File: src/hw/rtl/ilse_pkg.sv
`timescale 1ns / 1ps

package ilse_pkg;

	localparam int DEF_CAPACITY      = 16;
	localparam int DEF_ELEMENT_WIDTH = 32;

	localparam int FUNC_W = 3;
	localparam int IDX_W  = 5;
	localparam int VAL_W  = 32;
	localparam int LEN_W  = 5;
	localparam int STAT_W = 2;

	localparam logic [FUNC_W-1:0] FN_APPEND = 3'd0;
	localparam logic [FUNC_W-1:0] FN_INSERT = 3'd1;
	localparam logic [FUNC_W-1:0] FN_POP    = 3'd2;
	localparam logic [FUNC_W-1:0] FN_READ   = 3'd3;
	localparam logic [FUNC_W-1:0] FN_WRITE  = 3'd4;

	localparam logic [STAT_W-1:0] ST_OK     = 2'd0;
	localparam logic [STAT_W-1:0] ST_BOUNDS = 2'd1;
	localparam logic [STAT_W-1:0] ST_FULL   = 2'd2;

	// read address select
	localparam logic [1:0] RA_IDX    = 2'd0;
	localparam logic [1:0] RA_PTR_DN = 2'd1;
	localparam logic [1:0] RA_PTR_UP = 2'd2;

	// write address select
	localparam logic [1:0] WA_COUNT = 2'd0;
	localparam logic [1:0] WA_IDX   = 2'd1;
	localparam logic [1:0] WA_PTR   = 2'd2;

	// write data select
	localparam logic WD_VAL   = 1'b0;
	localparam logic WD_RDATA = 1'b1;

	typedef struct packed {
		logic              load;
		logic              rd_en;
		logic [1:0]        rd_sel;
		logic              wr_en;
		logic [1:0]        wa_sel;
		logic              wd_sel;
		logic              ptr_ld_cnt;
		logic              ptr_ld_idx;
		logic              ptr_inc;
		logic              ptr_dec;
		logic              cnt_inc;
		logic              cnt_dec;
		logic              cap;
		logic              finish;
		logic [STAT_W-1:0] status;
	} cmd_t;

	typedef struct packed {
		logic [FUNC_W-1:0] func;
		logic              bad_low;
		logic              bad_ins;
		logic              full;
		logic              ins_more;
		logic              pop_more;
	} stat_t;

endpackage

File: src/hw/rtl/indexed_list_shift_engine_top.sv
// Append, write, length and refused items end in decode; read waits for the registered
// storage read; insert moves each entry from index to the end up by one, top first; pop
// captures the entry at index, then pulls each later entry down. Each moved entry is read,
// then written back. A new item is taken while done is high, but none while busy.
// Reset (arst_n low) empties the list at once; stored words stay undefined until written.
// Done is high for one cycle only: the receiver cannot stall. value_out and status hold.
`timescale 1ns / 1ps

module indexed_list_shift_engine_top #(
	parameter int CAPACITY      = ilse_pkg::DEF_CAPACITY,
	parameter int ELEMENT_WIDTH = ilse_pkg::DEF_ELEMENT_WIDTH
) (
	input  logic                        clk,
	input  logic                        arst_n,
	input  logic                        start,
	output logic                        busy,
	input  logic [ilse_pkg::FUNC_W-1:0] func,
	input  logic [ilse_pkg::IDX_W-1:0]  index,
	input  logic [ilse_pkg::VAL_W-1:0]  value_in,
	output logic                        done,
	output logic [ilse_pkg::VAL_W-1:0]  value_out,
	output logic [ilse_pkg::LEN_W-1:0]  length,
	output logic [ilse_pkg::STAT_W-1:0] status
);

	import ilse_pkg::*;

	cmd_t  cmd;
	stat_t stat;

	ilse_ctrl u_ctrl (
		.clk    (clk),
		.arst_n (arst_n),
		.start  (start),
		.stat   (stat),
		.cmd    (cmd),
		.busy   (busy),
		.done   (done)
	);

	ilse_dp #(
		.CAPACITY      (CAPACITY),
		.ELEMENT_WIDTH (ELEMENT_WIDTH)
	) u_dp (
		.clk       (clk),
		.arst_n    (arst_n),
		.func      (func),
		.index     (index),
		.value_in  (value_in),
		.cmd       (cmd),
		.stat      (stat),
		.value_out (value_out),
		.length    (length),
		.status    (status)
	);

endmodule

File: src/hw/rtl/ilse_ram.sv
`timescale 1ns / 1ps

module ilse_ram #(
	parameter int WIDTH = 32,
	parameter int DEPTH = 16,
	parameter int AW    = (DEPTH > 1) ? $clog2(DEPTH) : 1
) (
	input  logic             clk,
	input  logic             we,
	input  logic [AW-1:0]    waddr,
	input  logic [WIDTH-1:0] wdata,
	input  logic             re,
	input  logic [AW-1:0]    raddr,
	output logic [WIDTH-1:0] rdata
);

	logic [WIDTH-1:0] mem_q [DEPTH];
	logic [WIDTH-1:0] rdata_q;

	always_ff @(posedge clk) begin
		if (we) begin
			mem_q[waddr] <= wdata;
		end
		if (re) begin
			rdata_q <= mem_q[raddr];
		end
	end

	assign rdata = rdata_q;

endmodule

File: src/hw/rtl/ilse_dp.sv
`timescale 1ns / 1ps

module ilse_dp #(
	parameter int CAPACITY      = 16,
	parameter int ELEMENT_WIDTH = 32
) (
	input  logic                          clk,
	input  logic                          arst_n,
	input  logic [ilse_pkg::FUNC_W-1:0]   func,
	input  logic [ilse_pkg::IDX_W-1:0]    index,
	input  logic [ilse_pkg::VAL_W-1:0]    value_in,
	input  ilse_pkg::cmd_t                cmd,
	output ilse_pkg::stat_t               stat,
	output logic [ilse_pkg::VAL_W-1:0]    value_out,
	output logic [ilse_pkg::LEN_W-1:0]    length,
	output logic [ilse_pkg::STAT_W-1:0]   status
);

	import ilse_pkg::*;

	localparam int CW   = $clog2(CAPACITY + 1);
	localparam int AW   = (CAPACITY > 1) ? $clog2(CAPACITY) : 1;
	localparam int CMPW = ((CW > IDX_W) ? CW : IDX_W) + 1;

	logic [FUNC_W-1:0]        func_q;
	logic [IDX_W-1:0]         idx_q;
	logic [ELEMENT_WIDTH-1:0] val_q;
	logic [ELEMENT_WIDTH-1:0] res_q;
	logic [CW-1:0]            count_q;
	logic [CW-1:0]            ptr_q;
	logic [VAL_W-1:0]         value_out_q;
	logic [STAT_W-1:0]        status_q;

	logic [ELEMENT_WIDTH+VAL_W-1:0] vin_wide;
	logic [ELEMENT_WIDTH+VAL_W-1:0] vout_wide;
	logic [ELEMENT_WIDTH-1:0]       out_src;
	logic [CW+LEN_W-1:0]            len_wide;
	logic [CMPW-1:0]                idx_ext;
	logic [CMPW-1:0]                cnt_ext;
	logic [CMPW-1:0]                ptr_ext;
	logic [CMPW-1:0]                ptr_up_ext;
	logic [CW-1:0]                  idx_cw;
	logic [CW-1:0]                  ptr_dn;
	logic [CW-1:0]                  ptr_up;
	logic [AW-1:0]                  raddr;
	logic [AW-1:0]                  waddr;
	logic [ELEMENT_WIDTH-1:0]       wdata;
	logic [ELEMENT_WIDTH-1:0]       rdata;

	assign vin_wide   = {{ELEMENT_WIDTH{1'b0}}, value_in};
	assign out_src    = cmd.cap ? rdata : res_q;
	assign vout_wide  = {{VAL_W{1'b0}}, out_src};
	assign len_wide   = {{LEN_W{1'b0}}, count_q};
	assign idx_ext    = {{(CMPW-IDX_W){1'b0}}, idx_q};
	assign cnt_ext    = {{(CMPW-CW){1'b0}}, count_q};
	assign ptr_ext    = {{(CMPW-CW){1'b0}}, ptr_q};
	assign ptr_up_ext = ptr_ext + CMPW'(1);
	assign idx_cw     = idx_ext[CW-1:0];
	assign ptr_dn     = ptr_q - CW'(1);
	assign ptr_up     = ptr_up_ext[CW-1:0];

	assign stat.func     = func_q;
	assign stat.bad_low  = (idx_ext >= cnt_ext);
	assign stat.bad_ins  = (idx_ext > cnt_ext);
	assign stat.full     = (cnt_ext == CMPW'(CAPACITY));
	assign stat.ins_more = (ptr_ext > idx_ext);
	assign stat.pop_more = (ptr_up_ext < cnt_ext);

	always_comb begin
		case (cmd.rd_sel)
			RA_IDX:    raddr = idx_cw[AW-1:0];
			RA_PTR_DN: raddr = ptr_dn[AW-1:0];
			RA_PTR_UP: raddr = ptr_up[AW-1:0];
			default:   raddr = idx_cw[AW-1:0];
		endcase
	end

	always_comb begin
		case (cmd.wa_sel)
			WA_COUNT: waddr = count_q[AW-1:0];
			WA_IDX:   waddr = idx_cw[AW-1:0];
			WA_PTR:   waddr = ptr_q[AW-1:0];
			default:  waddr = count_q[AW-1:0];
		endcase
	end

	assign wdata = (cmd.wd_sel == WD_RDATA) ? rdata : val_q;

	ilse_ram #(
		.WIDTH (ELEMENT_WIDTH),
		.DEPTH (CAPACITY)
	) u_ram (
		.clk   (clk),
		.we    (cmd.wr_en),
		.waddr (waddr),
		.wdata (wdata),
		.re    (cmd.rd_en),
		.raddr (raddr),
		.rdata (rdata)
	);

	always_ff @(posedge clk) begin
		if (cmd.load) begin
			func_q <= func;
			idx_q  <= index;
			val_q  <= vin_wide[ELEMENT_WIDTH-1:0];
		end
		// clear on load so refused requests return zero
		if (cmd.load) begin
			res_q <= '0;
		end else if (cmd.cap) begin
			res_q <= rdata;
		end
		if (cmd.finish) begin
			value_out_q <= vout_wide[VAL_W-1:0];
			status_q    <= cmd.status;
		end
	end

	always_ff @(posedge clk or negedge arst_n) begin
		if (!arst_n) begin
			count_q <= '0;
			ptr_q   <= '0;
		end else begin
			if (cmd.cnt_inc) begin
				count_q <= count_q + CW'(1);
			end else if (cmd.cnt_dec) begin
				count_q <= count_q - CW'(1);
			end
			if (cmd.ptr_ld_cnt) begin
				ptr_q <= count_q;
			end else if (cmd.ptr_ld_idx) begin
				ptr_q <= idx_cw;
			end else if (cmd.ptr_inc) begin
				ptr_q <= ptr_up;
			end else if (cmd.ptr_dec) begin
				ptr_q <= ptr_dn;
			end
		end
	end

	assign value_out = value_out_q;
	assign length    = len_wide[LEN_W-1:0];
	assign status    = status_q;

`ifndef ASSERT_OFF
	a_count_bound: assert property (@(posedge clk) disable iff (!arst_n)
		cnt_ext <= CMPW'(CAPACITY))
		else $error("element count exceeds capacity");

	a_count_hold: assert property (@(posedge clk) disable iff (!arst_n)
		!cmd.finish |=> $stable(count_q))
		else $error("element count changed outside request completion");

	a_cap_after_read: assert property (@(posedge clk) disable iff (!arst_n)
		cmd.cap |-> $past(cmd.rd_en))
		else $error("result captured without a preceding storage read");
`endif

endmodule

File: src/hw/rtl/ilse_ctrl.sv
`timescale 1ns / 1ps

module ilse_ctrl (
	input  logic            clk,
	input  logic            arst_n,
	input  logic            start,
	input  ilse_pkg::stat_t stat,
	output ilse_pkg::cmd_t  cmd,
	output logic            busy,
	output logic            done
);

	import ilse_pkg::*;

	localparam logic [2:0] S_IDLE    = 3'd0;
	localparam logic [2:0] S_DECODE  = 3'd1;
	localparam logic [2:0] S_RD_WAIT = 3'd2;
	localparam logic [2:0] S_POP_CAP = 3'd3;
	localparam logic [2:0] S_POP_RD  = 3'd4;
	localparam logic [2:0] S_POP_WR  = 3'd5;
	localparam logic [2:0] S_INS_RD  = 3'd6;
	localparam logic [2:0] S_INS_WR  = 3'd7;

	logic [2:0] state_q;
	logic [2:0] state_d;
	logic       done_q;

	always_comb begin
		cmd     = '0;
		state_d = state_q;
		case (state_q)
			S_IDLE: begin
				if (start) begin
					cmd.load = 1'b1;
					state_d  = S_DECODE;
				end
			end
			S_DECODE: begin
				case (stat.func)
					FN_APPEND: begin
						cmd.finish = 1'b1;
						state_d    = S_IDLE;
						if (stat.full) begin
							cmd.status = ST_FULL;
						end else begin
							cmd.status  = ST_OK;
							cmd.wr_en   = 1'b1;
							cmd.wa_sel  = WA_COUNT;
							cmd.wd_sel  = WD_VAL;
							cmd.cnt_inc = 1'b1;
						end
					end
					FN_INSERT: begin
						// index check first, then capacity
						if (stat.bad_ins) begin
							cmd.finish = 1'b1;
							cmd.status = ST_BOUNDS;
							state_d    = S_IDLE;
						end else if (stat.full) begin
							cmd.finish = 1'b1;
							cmd.status = ST_FULL;
							state_d    = S_IDLE;
						end else begin
							cmd.ptr_ld_cnt = 1'b1;
							state_d        = S_INS_RD;
						end
					end
					FN_POP: begin
						if (stat.bad_low) begin
							cmd.finish = 1'b1;
							cmd.status = ST_BOUNDS;
							state_d    = S_IDLE;
						end else begin
							cmd.rd_en      = 1'b1;
							cmd.rd_sel     = RA_IDX;
							cmd.ptr_ld_idx = 1'b1;
							state_d        = S_POP_CAP;
						end
					end
					FN_READ: begin
						if (stat.bad_low) begin
							cmd.finish = 1'b1;
							cmd.status = ST_BOUNDS;
							state_d    = S_IDLE;
						end else begin
							cmd.rd_en  = 1'b1;
							cmd.rd_sel = RA_IDX;
							state_d    = S_RD_WAIT;
						end
					end
					FN_WRITE: begin
						cmd.finish = 1'b1;
						state_d    = S_IDLE;
						if (stat.bad_low) begin
							cmd.status = ST_BOUNDS;
						end else begin
							cmd.status = ST_OK;
							cmd.wr_en  = 1'b1;
							cmd.wa_sel = WA_IDX;
							cmd.wd_sel = WD_VAL;
						end
					end
					default: begin
						// length request and unused codes
						cmd.finish = 1'b1;
						cmd.status = ST_OK;
						state_d    = S_IDLE;
					end
				endcase
			end
			S_RD_WAIT: begin
				cmd.cap    = 1'b1;
				cmd.finish = 1'b1;
				cmd.status = ST_OK;
				state_d    = S_IDLE;
			end
			S_POP_CAP: begin
				cmd.cap = 1'b1;
				state_d = S_POP_RD;
			end
			S_POP_RD: begin
				// pull the next entry down, or close the gap at the end
				if (stat.pop_more) begin
					cmd.rd_en  = 1'b1;
					cmd.rd_sel = RA_PTR_UP;
					state_d    = S_POP_WR;
				end else begin
					cmd.cnt_dec = 1'b1;
					cmd.finish  = 1'b1;
					cmd.status  = ST_OK;
					state_d     = S_IDLE;
				end
			end
			S_POP_WR: begin
				cmd.wr_en   = 1'b1;
				cmd.wa_sel  = WA_PTR;
				cmd.wd_sel  = WD_RDATA;
				cmd.ptr_inc = 1'b1;
				state_d     = S_POP_RD;
			end
			S_INS_RD: begin
				// move entries up from the top until the slot is free
				if (stat.ins_more) begin
					cmd.rd_en  = 1'b1;
					cmd.rd_sel = RA_PTR_DN;
					state_d    = S_INS_WR;
				end else begin
					cmd.wr_en   = 1'b1;
					cmd.wa_sel  = WA_IDX;
					cmd.wd_sel  = WD_VAL;
					cmd.cnt_inc = 1'b1;
					cmd.finish  = 1'b1;
					cmd.status  = ST_OK;
					state_d     = S_IDLE;
				end
			end
			S_INS_WR: begin
				cmd.wr_en   = 1'b1;
				cmd.wa_sel  = WA_PTR;
				cmd.wd_sel  = WD_RDATA;
				cmd.ptr_dec = 1'b1;
				state_d     = S_INS_RD;
			end
			default: begin
				state_d = S_IDLE;
			end
		endcase
	end

	always_ff @(posedge clk or negedge arst_n) begin
		if (!arst_n) begin
			state_q <= S_IDLE;
			done_q  <= 1'b0;
		end else begin
			state_q <= state_d;
			done_q  <= cmd.finish;
		end
	end

	assign busy = (state_q != S_IDLE);
	assign done = done_q;

`ifndef ASSERT_OFF
	a_done_idle: assert property (@(posedge clk) disable iff (!arst_n)
		done_q |-> (state_q == S_IDLE))
		else $error("result strobe while a request is still in progress");

	a_load_decode: assert property (@(posedge clk) disable iff (!arst_n)
		cmd.load |=> (state_q == S_DECODE) && !done_q)
		else $error("accepted item did not enter decode");
`endif

endmodule
File: config.mk
export PLATFORM = sky130hd
export DESIGN_NAME = indexed_list_shift_engine_top
export DESIGN_NICKNAME = d
export VERILOG_FILES = /design/src/hw/rtl/ilse_pkg.sv /design/src/hw/rtl/indexed_list_shift_engine_top.sv /design/src/hw/rtl/ilse_ram.sv /design/src/hw/rtl/ilse_dp.sv /design/src/hw/rtl/ilse_ctrl.sv
export SDC_FILE = /design/constraint.sdc
export NUM_CORES = 1
export LEC_CHECK = 0
export BUFFER_PORTS_ARGS = -buffer_cell sky130_fd_sc_hd__buf_2
export CAP_MARGIN = 20
export CORE_MARGIN = 5
export CORE_UTILIZATION = 60
export CTS_CLUSTER_DIAMETER = 50
export CTS_CLUSTER_SIZE = 28
export DETAILED_ROUTE_END_ITERATION = 16
export GPL_ROUTABILITY_DRIVEN = 0
export PLACE_DENSITY_LB_ADDON = 0.2
export SLEW_MARGIN = 20
export SYNTH_ARGS = -nofsm -noshare
export SYNTH_HDL_FRONTEND = slang
export SYNTH_SLANG_ARGS = --single-unit
File: constraint.sdc
create_clock -name clk -period 8.9 [get_ports clk]
set_input_delay 2.225 -clock clk [delete_from_list [all_inputs] [get_ports clk]]
set_output_delay 2.225 -clock clk [all_outputs]
set_load 0.05 [all_outputs]
=== Word level (Yosys, flattened, before mapping) ===
Memories as Yosys holds them, arrays and structs flattened. A register that Yosys moved wholly into a read port is not among the register bits.
Index checks and enable logic that the tools add are counted.
Widths: inputs -> output; s select.

* Reductions and logical operators: 9
* Equal/unequal tests: 17
* $add $sub $neg: 4
* Magnitude comparators: 4
* Muxes and demuxes: 56

{| class="wikitable"
|+ Operators by type and width
! cell !! number
|-
| $mux 32 || 2
|-
| $mux 3 || 14
|-
| $mux 5 || 6
|-
| $pmux 3 s4 || 2
|-
| $pmux 4 s2 || 3
|-
| $pmux 3 s7 || 1
|-
| $pmux 3 s3 || 2
|-
| $mux 1 || 17
|-
| $eq 3x3->1 const B || 5
|-
| $eq 3x2->1 const B || 4
|-
| $mux 4 || 3
|-
| $pmux 4 s3 || 1
|-
| $gt 5x5->1 || 2
|-
| $sub 5x1->5 const B || 2
|-
| $mux 2 || 4
|-
| $reduce_or 2->1 || 4
|-
| $add 5x1->6 const B || 1
|-
| $eq 3x1->1 const B || 2
|-
| $logic_not 3->1 || 2
|-
| $lt 6x5->1 || 1
|-
| $add 5x1->5 const B || 1
|-
| $eq 5x5->1 const B || 1
|-
| $ge 5x5->1 || 1
|-
| $eq 2x1->1 const B || 2
|-
| other kinds (6) || 7
|}

* Memory bits (writable): 512
* Word-level logic and storage cells: 101
* Output and inout port bits: 41
* Memories: 1
* Flip-flop bits (word level): 120

{| class="wikitable"
|+ Memories
! memory !! depth !! bits a word !! read ports !! clocked after Yosys merged registers in !! write ports !! line !! RTL
|-
| u_dp.u_ram.mem_q || 16 || 32 || 1 || 1 || 1 || ilse_ram.sv:17 || <nowiki>logic [WIDTH-1:0] mem_q [DEPTH];</nowiki>
|}

=== Longest topological paths before layout ===
* Depth after elaboration: 7
* Depth in mapped cells: 18
* Depth with buffers taken out: 15

=== Modules after synthesis ===
Synthesis repeated with hierarchy kept, for this count alone.

* Cells, all modules: 1282
* Area, all modules: 25822.3 µm²

{| class="wikitable"
|+ By module, submodules not included
! module !! area each (µm²) !! cells each !! instances !! sequential area each (µm²)
|-
| ilse_ram || 20155.6 || 838 || 1 || 16335.7
|-
| ilse_dp || 5226.3 || 383 || 1 || 3113.0
|-
| ilse_ctrl || 440.4 || 61 || 1 || 100.1
|}

=== Least setup slack after synthesis ===
OpenSTA, ideal clock, no wires.

* Path type: flip-flop to flip-flop
* From: reg u_dp.count_q[1] (netlist: u_dp.length[1])
* To: mem u_dp.u_ram.mem_q[11][0], enable pin
* Arrival: 5.009 ns
* Stages on the path, launching flop included: 13
* Clock period less this slack: 5.470 ns
* Slack: 3.430 ns
* Buffers on the path: 1
* Cell sequence: dfrtp_1 > inv_1 > ha_1 > nor2b_1 > o21ai_0 > and3_1 > a21oi_1 > ha_1 > clkbuf_1 > nand2_1 > o21ai_0 > nand2_1 > nor3_1

* Longest elaborated chain between the ends: 6
* Elaborated cells on any way between the ends: 11
* Those cells by class: order compare (1); eq/ne (3); mux (7)

{| class="wikitable"
|+ RTL lines
! element !! line !! RTL
|-
| from (decl) || ilse_dp.sv:29 || <nowiki>logic [CW-1:0] count_q;</nowiki>
|-
| from (signal assigned) || ilse_dp.sv:126 || <nowiki>count_q <= count_q + CW'(1);</nowiki>
|-
| from (signal assigned) || ilse_dp.sv:128 || <nowiki>count_q <= count_q - CW'(1);</nowiki>
|-
| $ge 5x5->1 / $eq 5x5->1 (equally long branches) || ilse_dp.sv:63, ilse_dp.sv:65 ||
|-
| $mux 4 (on tied branches) || ilse_ctrl.sv:94, ilse_ctrl.sv:43 ||
|-
| $pmux 4 s2 || ilse_ctrl.sv:39 || <nowiki>case (stat.func)</nowiki>
|-
| $pmux 4 s3 || ilse_ctrl.sv:31 || <nowiki>case (state_q)</nowiki>
|-
| $eq 2x2->1, or another cell as far along || ilse_dp.sv:79 || <nowiki>case (cmd.wa_sel)</nowiki>
|-
| $pmux 4 s2 / $mux 1 (equally long branches) || ilse_dp.sv:79, ilse_ram.sv:22 ||
|-
| to (decl) || ilse_ram.sv:17 ||
|}

Parallel ways exist; a longest one is shown, timed or not.

=== Worst setup path in the final report ===
* From: reg u_dp.ptr_q[0]
* To: reg u_dp.u_ram.rdata_q[17] (netlist: u_dp.u_ram.rdata[17]), read port of u_dp.u_ram.mem_q, data pin

* Longest elaborated chain between the ends: 6
* Elaborated cells on any way between the ends: 10
* Those cells by class: add/sub (2); order compare (2); eq/ne (2); mux (4)

{| class="wikitable"
|+ RTL lines
! element !! line !! RTL
|-
| from (decl) || ilse_dp.sv:30 || <nowiki>logic [CW-1:0] ptr_q;</nowiki>
|-
| from (signal assigned) || ilse_dp.sv:131 || <nowiki>ptr_q <= count_q;</nowiki>
|-
| from (signal assigned) || ilse_dp.sv:133 || <nowiki>ptr_q <= idx_cw;</nowiki>
|-
| from (signal assigned) || ilse_dp.sv:135 || <nowiki>ptr_q <= ptr_up;</nowiki>
|-
| $add 5x1->6 || ilse_dp.sv:57 || <nowiki>assign ptr_up_ext = ptr_ext + CMPW'(1);</nowiki>
|-
| $lt 6x5->1 || ilse_dp.sv:67 || <nowiki>assign stat.pop_more = (ptr_up_ext < cnt_ext);</nowiki>
|-
| $mux 3 || ilse_ctrl.sv:123 || <nowiki>if (stat.pop_more) begin</nowiki>
|-
| $pmux 3 s3 || ilse_ctrl.sv:31 ||
|-
| $eq 2x2->1 / $eq 2x1->1 (equally long branches) || ilse_dp.sv:70 || <nowiki>case (cmd.rd_sel)</nowiki>
|-
| $pmux 4 s2 || ilse_dp.sv:70 ||
|-
| to (decl) || ilse_ram.sv:18 || <nowiki>logic [WIDTH-1:0] rdata_q;</nowiki>
|}

Parallel ways exist; a longest one is shown, timed or not.
A chain may end at the register's enable or synchronous reset.

==> flow_results.org <==
** Route
- After detailed routing, the number of vias per cell comes to 6.37.
- In this run the remaining antenna-violating nets after routing total 0.
- After detailed routing, the average wire length per cell comes to 27.5 um.
- The routed layout has 12700 vias.
- The pre-antenna-repair detailed-routing pass consisted of 5 iterations.
- DRC errors left :: 0
- Summed over all layers, the routed wires come to 55000 um.
- After the first detailed-routing iteration, the DRC count stood at 1448.

** STA
- Headroom to the max-slew limit :: 0.420
- Hold timing on the final database bottoms out at a slack of 0.545 ns.
- For the final routed database, the setup TNS stands at 0 ns.
- Part of the cycle the worst path needs :: 0.591
- Final Max Slew Viols :: 0
- Number of hold violations in the final report :: 0
- RSZ-0062 raised after global routing :: no
- For the pin with the worst max-slew slack, the measured transition is 0.870 ns.
- Total setup violations reported at the end of the flow :: 0
- Final worst path period need :: 5.26 ns
- For the final database, setup skew stands at 0.0310 ns.
- Static timing analysis puts the maximum clock frequency at 190 MHz.

** Synthesis
- Top FF cell, synth :: edfxtp_1
- Most area-hungry cell type in the Yosys netlist :: edfxtp_1
- Share of async-settable or async-resettable flops after synthesis :: 0.0211
- Mapped Area :: 0.0259 mm^2
- The average instance in the mapped netlist occupies 20.4 um^2.
- Cell types occupying the most area after synthesis :: edfxtp_1 (72%), mux4_2 (11%), mux2_2 (2.9%)
- Of the post-synthesis cell area, the dominant cell type holds 0.717.
- Cell count after synthesis :: 1271
- Number of nets produced by synthesis :: 1338
- Flip-flop and latch count after synthesis :: 664
- Number of flops mapped to enable cells by yosys :: 618
- The Yosys step of the flow raised 0 warnings.
- Yosys cell types :: 53
- The share of the Yosys chip area taken by registers is 0.755.

** Worst setup path
- Setup slack of the worst register-to-register path :: 3.64 ns
- Cell with the largest stage delay on the worst path :: buf_6
- Kind of launch point of the worst setup path :: register
- Highest net fanout along the worst path :: 51
- Counting both buffers and inverters, the worst setup path holds a total of 4.
- Data arrives at the worst endpoint at 5.63 ns.
- Termination of the worst setup path :: u_dp.u_ram.rdata[17]
- The endpoint identified for the worst register-to-register timing path is u_dp.u_ram.rdata[17].
- Critical path launch point :: u_dp.ptr_q[0]
- The worst setup path is captured at a register.
- Largest stage delay on the critical path :: 0.65 ns
- For the worst flop-to-flop path, the logic depth is 16.
- By startpoint and endpoint, the worst setup path is classified as register to register.
- Cell mode on critical path :: ha_1
- The startpoint identified for the worst register-to-register timing path is u_dp.ptr_q[0].
- The critical path crosses 16 cells after its start point.
- In this design, the largest share of critical-path delay is due to buffers and inverters.
- Critical path cell sequence :: inv_1 -> ha_1 -> ha_1 -> a21bo_2 -> a21oi_1 -> o21ai_0 -> and3_1 -> inv_1 -> ha_1 -> nor3_2 -> a21oi_4 -> buf_4 -> buf_6 -> mux4_2 -> a22oi_1 -> nand2_1
- For the worst setup path, the data required time is 9.27 ns.

** Clock tree
- Hold repair after CTS inserted 0 buffers.
- The H-tree was split into 2 levels.
- Register clock-pin slew on the reported worst setup and hold paths :: 0.10 ns
- The clock reaches the later pin of the worst-skew pair after 0.63 ns.
- The number of gates resized after CTS was 0.
- After clock tree synthesis, the setup repair step added 0 buffers.
- Counting the buffers created by CTS gives 46.
- CTS root buffer :: clkbuf_16
- The tree built by TritonCTS fans out to 664 sinks.
- Counting along the longest clock path gives a buffer depth of 3.
- TritonCTS clock tree :: built

** Place
- In this run the tool buffered the top-level ports with 83 buffer cells.
- HPWL Detailed :: 28200 um
- Placed Area :: 0.0271 mm^2

** Global route
- Across every metal layer, demand over resource in global routing totals 0.236.
- Number of global-route vias before repair :: 12900
- Remaining global-route overflow :: 0
- Antenna violations before repair :: 1
- The first global-routing pass estimated 82700 um of wire.
- Largest net degree at the start of global routing :: 59

** Power and ir drop
- Combinational group share of total power :: 0.287
- Dividing total power by cell area gives a power density of 323 mW/mm^2.
- Fraction of power consumed by sequential logic :: 0.456
- Clock power share :: 0.258
- The internal portion of the total power is 6.14 mW.
- The analysis attributes to net switching a power of 3.20 mW.
- Share of total power consumed by net switching :: 0.343
- The analysis attributes to cell leakage a power of 9.63 nW.
- VDD sags by at most 0.203 mV.

** Layout
- Diode insertion count for antenna repair :: 0
- Design area :: 0.0289 mm^2
- Of the cells placed in the final design, the portion with a size suffix greater than 1 is 0.306.
- Synth-to-Final Area Change :: 11.7%
- Final core occ :: 0.674
- Post-layout net count :: 1441

** Floorplan
- The region available for standard cell placement spans 0.0429 mm^2.
- Overall die height :: 218 um
- # IOs :: 84
- Die Wd :: 218 um
- Initial standard-cell utilization of the core :: 0.604
- Number of placement rows :: 76
- The die covers 0.0474 mm^2.

** Run status
- Run status :: complete, no violations

** Worst hold path
- Class of the tightest hold or removal check :: register to register

** Flow run
- Max-cap violations in this run came to 0.
==> cells by family after synthesis <==
kind of cell	share of synthesized area
AOI/OAI and AO/OA	0.0415
xor gates and xnor gates	0.00406
adders and majority gates	0.0119
buffers and inverters	0.0154
DFF	0.755
muxes	0.145
and+or+nand+nor	0.0272
==> sequential cells by signal, indices dropped and copies added, names as in the netlist <==
signal and flops:
u_ctrl.done 1, u_dp.val_q 32, u_dp.value_out 32, u_dp.length 5, u_dp.res_q 32, u_dp.u_ram.rdata 32, u_dp.ptr_q 5, u_dp.func_q 3
u_dp.idx_cw 5, u_dp.u_ram.mem_q 512, u_dp.status 2, u_ctrl.state_q 3
==> power groups by stage <==
stage / Clock, mW / Combinational, mW / Sequential (mW)
2_1_floorplan: 0 / 1.65 / 4.59
3_3_place_gp: 0 / 2.62 / 4.32
3_5_place_dp: 0 / 2.69 / 4.32
4_1_cts: 2.45 / 2.70 / 4.26
5_1_grt: 2.59 / 2.89 / 4.29
6_report: 2.40 / 2.68 / 4.26
==> placed cells by master (no fill, tap or decap), drive strengths merged, types with 9 or more instances in the layout <==
master and instances:
a21boi 33, a21oi 9, a22oi 68, buf 117, clkbuf 50, clkinv 9, dfrtp 14, dfxtp 32
edfxtp 618, ha 23, inv 45, mux2 66, mux2i 13, mux4 128, nand2 58, nor2 16
nor3 22, o21ai 15
==> layer usage <==
layer / vias up / GRT usage / wire (um)
met5: - / 0 / 0
met4: 0 / 0.0582 / 1270
met3: 93 / 0.0412 / 3870
met2: 488 / 0.381 / 27200
met1: 6736 / 0.344 / 22700
li1: 5408 / - / -
==> synthesized netlist by cell type (2+ instances only) <==
master,number
mux4_2,128
o21a_1,5
a21oi_1,9
nor3_2,2
and3_1,4
buf_6,7
nand3_1,5
nor2_8,2
a221oi_1,2
nor2_1,14
buf_1,3
o21bai_1,2
a21o_1,4
mux2i_1,13
a21boi_0,33
dfrtp_1,14
clkbuf_1,25
ha_1,23
nor3b_1,2
a22oi_1,68
nor4bb_1,2
nor3_1,20
nand2_1,58
dfxtp_1,32
a211oi_1,2
nand2b_1,3
a31oi_1,5
inv_1,18
xnor2_1,6
edfxtp_1,618
nor2b_1,5
buf_4,3
buf_2,24
mux2_2,66
xor2_1,6
nand3b_1,4
o21ai_0,15
or3_1,2
and2_1,3
==> cell type report <==
type                       instances  area, um^2
fill                            2707       14000
clock inverter                    36         553
timing repair buffer             117         678
inverter                          19        71.3
tap                              585         732
sequential                       664       19500
multi-input combinational        526        6110
clock buffer                      50        1230
==> worst min path at each step <==
stage	slack (ns)	cells past startpoint	to	from
global route	0.55	1	u_dp.value_out[9]	u_dp.res_q[9]
global placement	0.53	1	u_dp.value_out[18]	u_dp.res_q[18]
detailed placement	0.53	1	u_dp.value_out[22]	u_dp.res_q[22]
finish	0.54	1	u_dp.value_out[9]	u_dp.res_q[9]
floorplan	0.52	1	u_dp.value_out[31]	u_dp.res_q[31]
CTS	0.55	1	u_dp.value_out[9]	u_dp.res_q[9]
==> metrics by stage <==
step,power (mW),setup WS [ns],instances
2_1_floorplan,6.25,3.43,1271
3_3_place_gp,6.94,3.45,1910
3_5_place_dp,7.01,3.33,1910
4_1_cts,9.41,3.33,1996
5_1_grt,9.77,3.25,1997
6_report,9.34,3.64,1997
(Power assumes the default switching activity.)
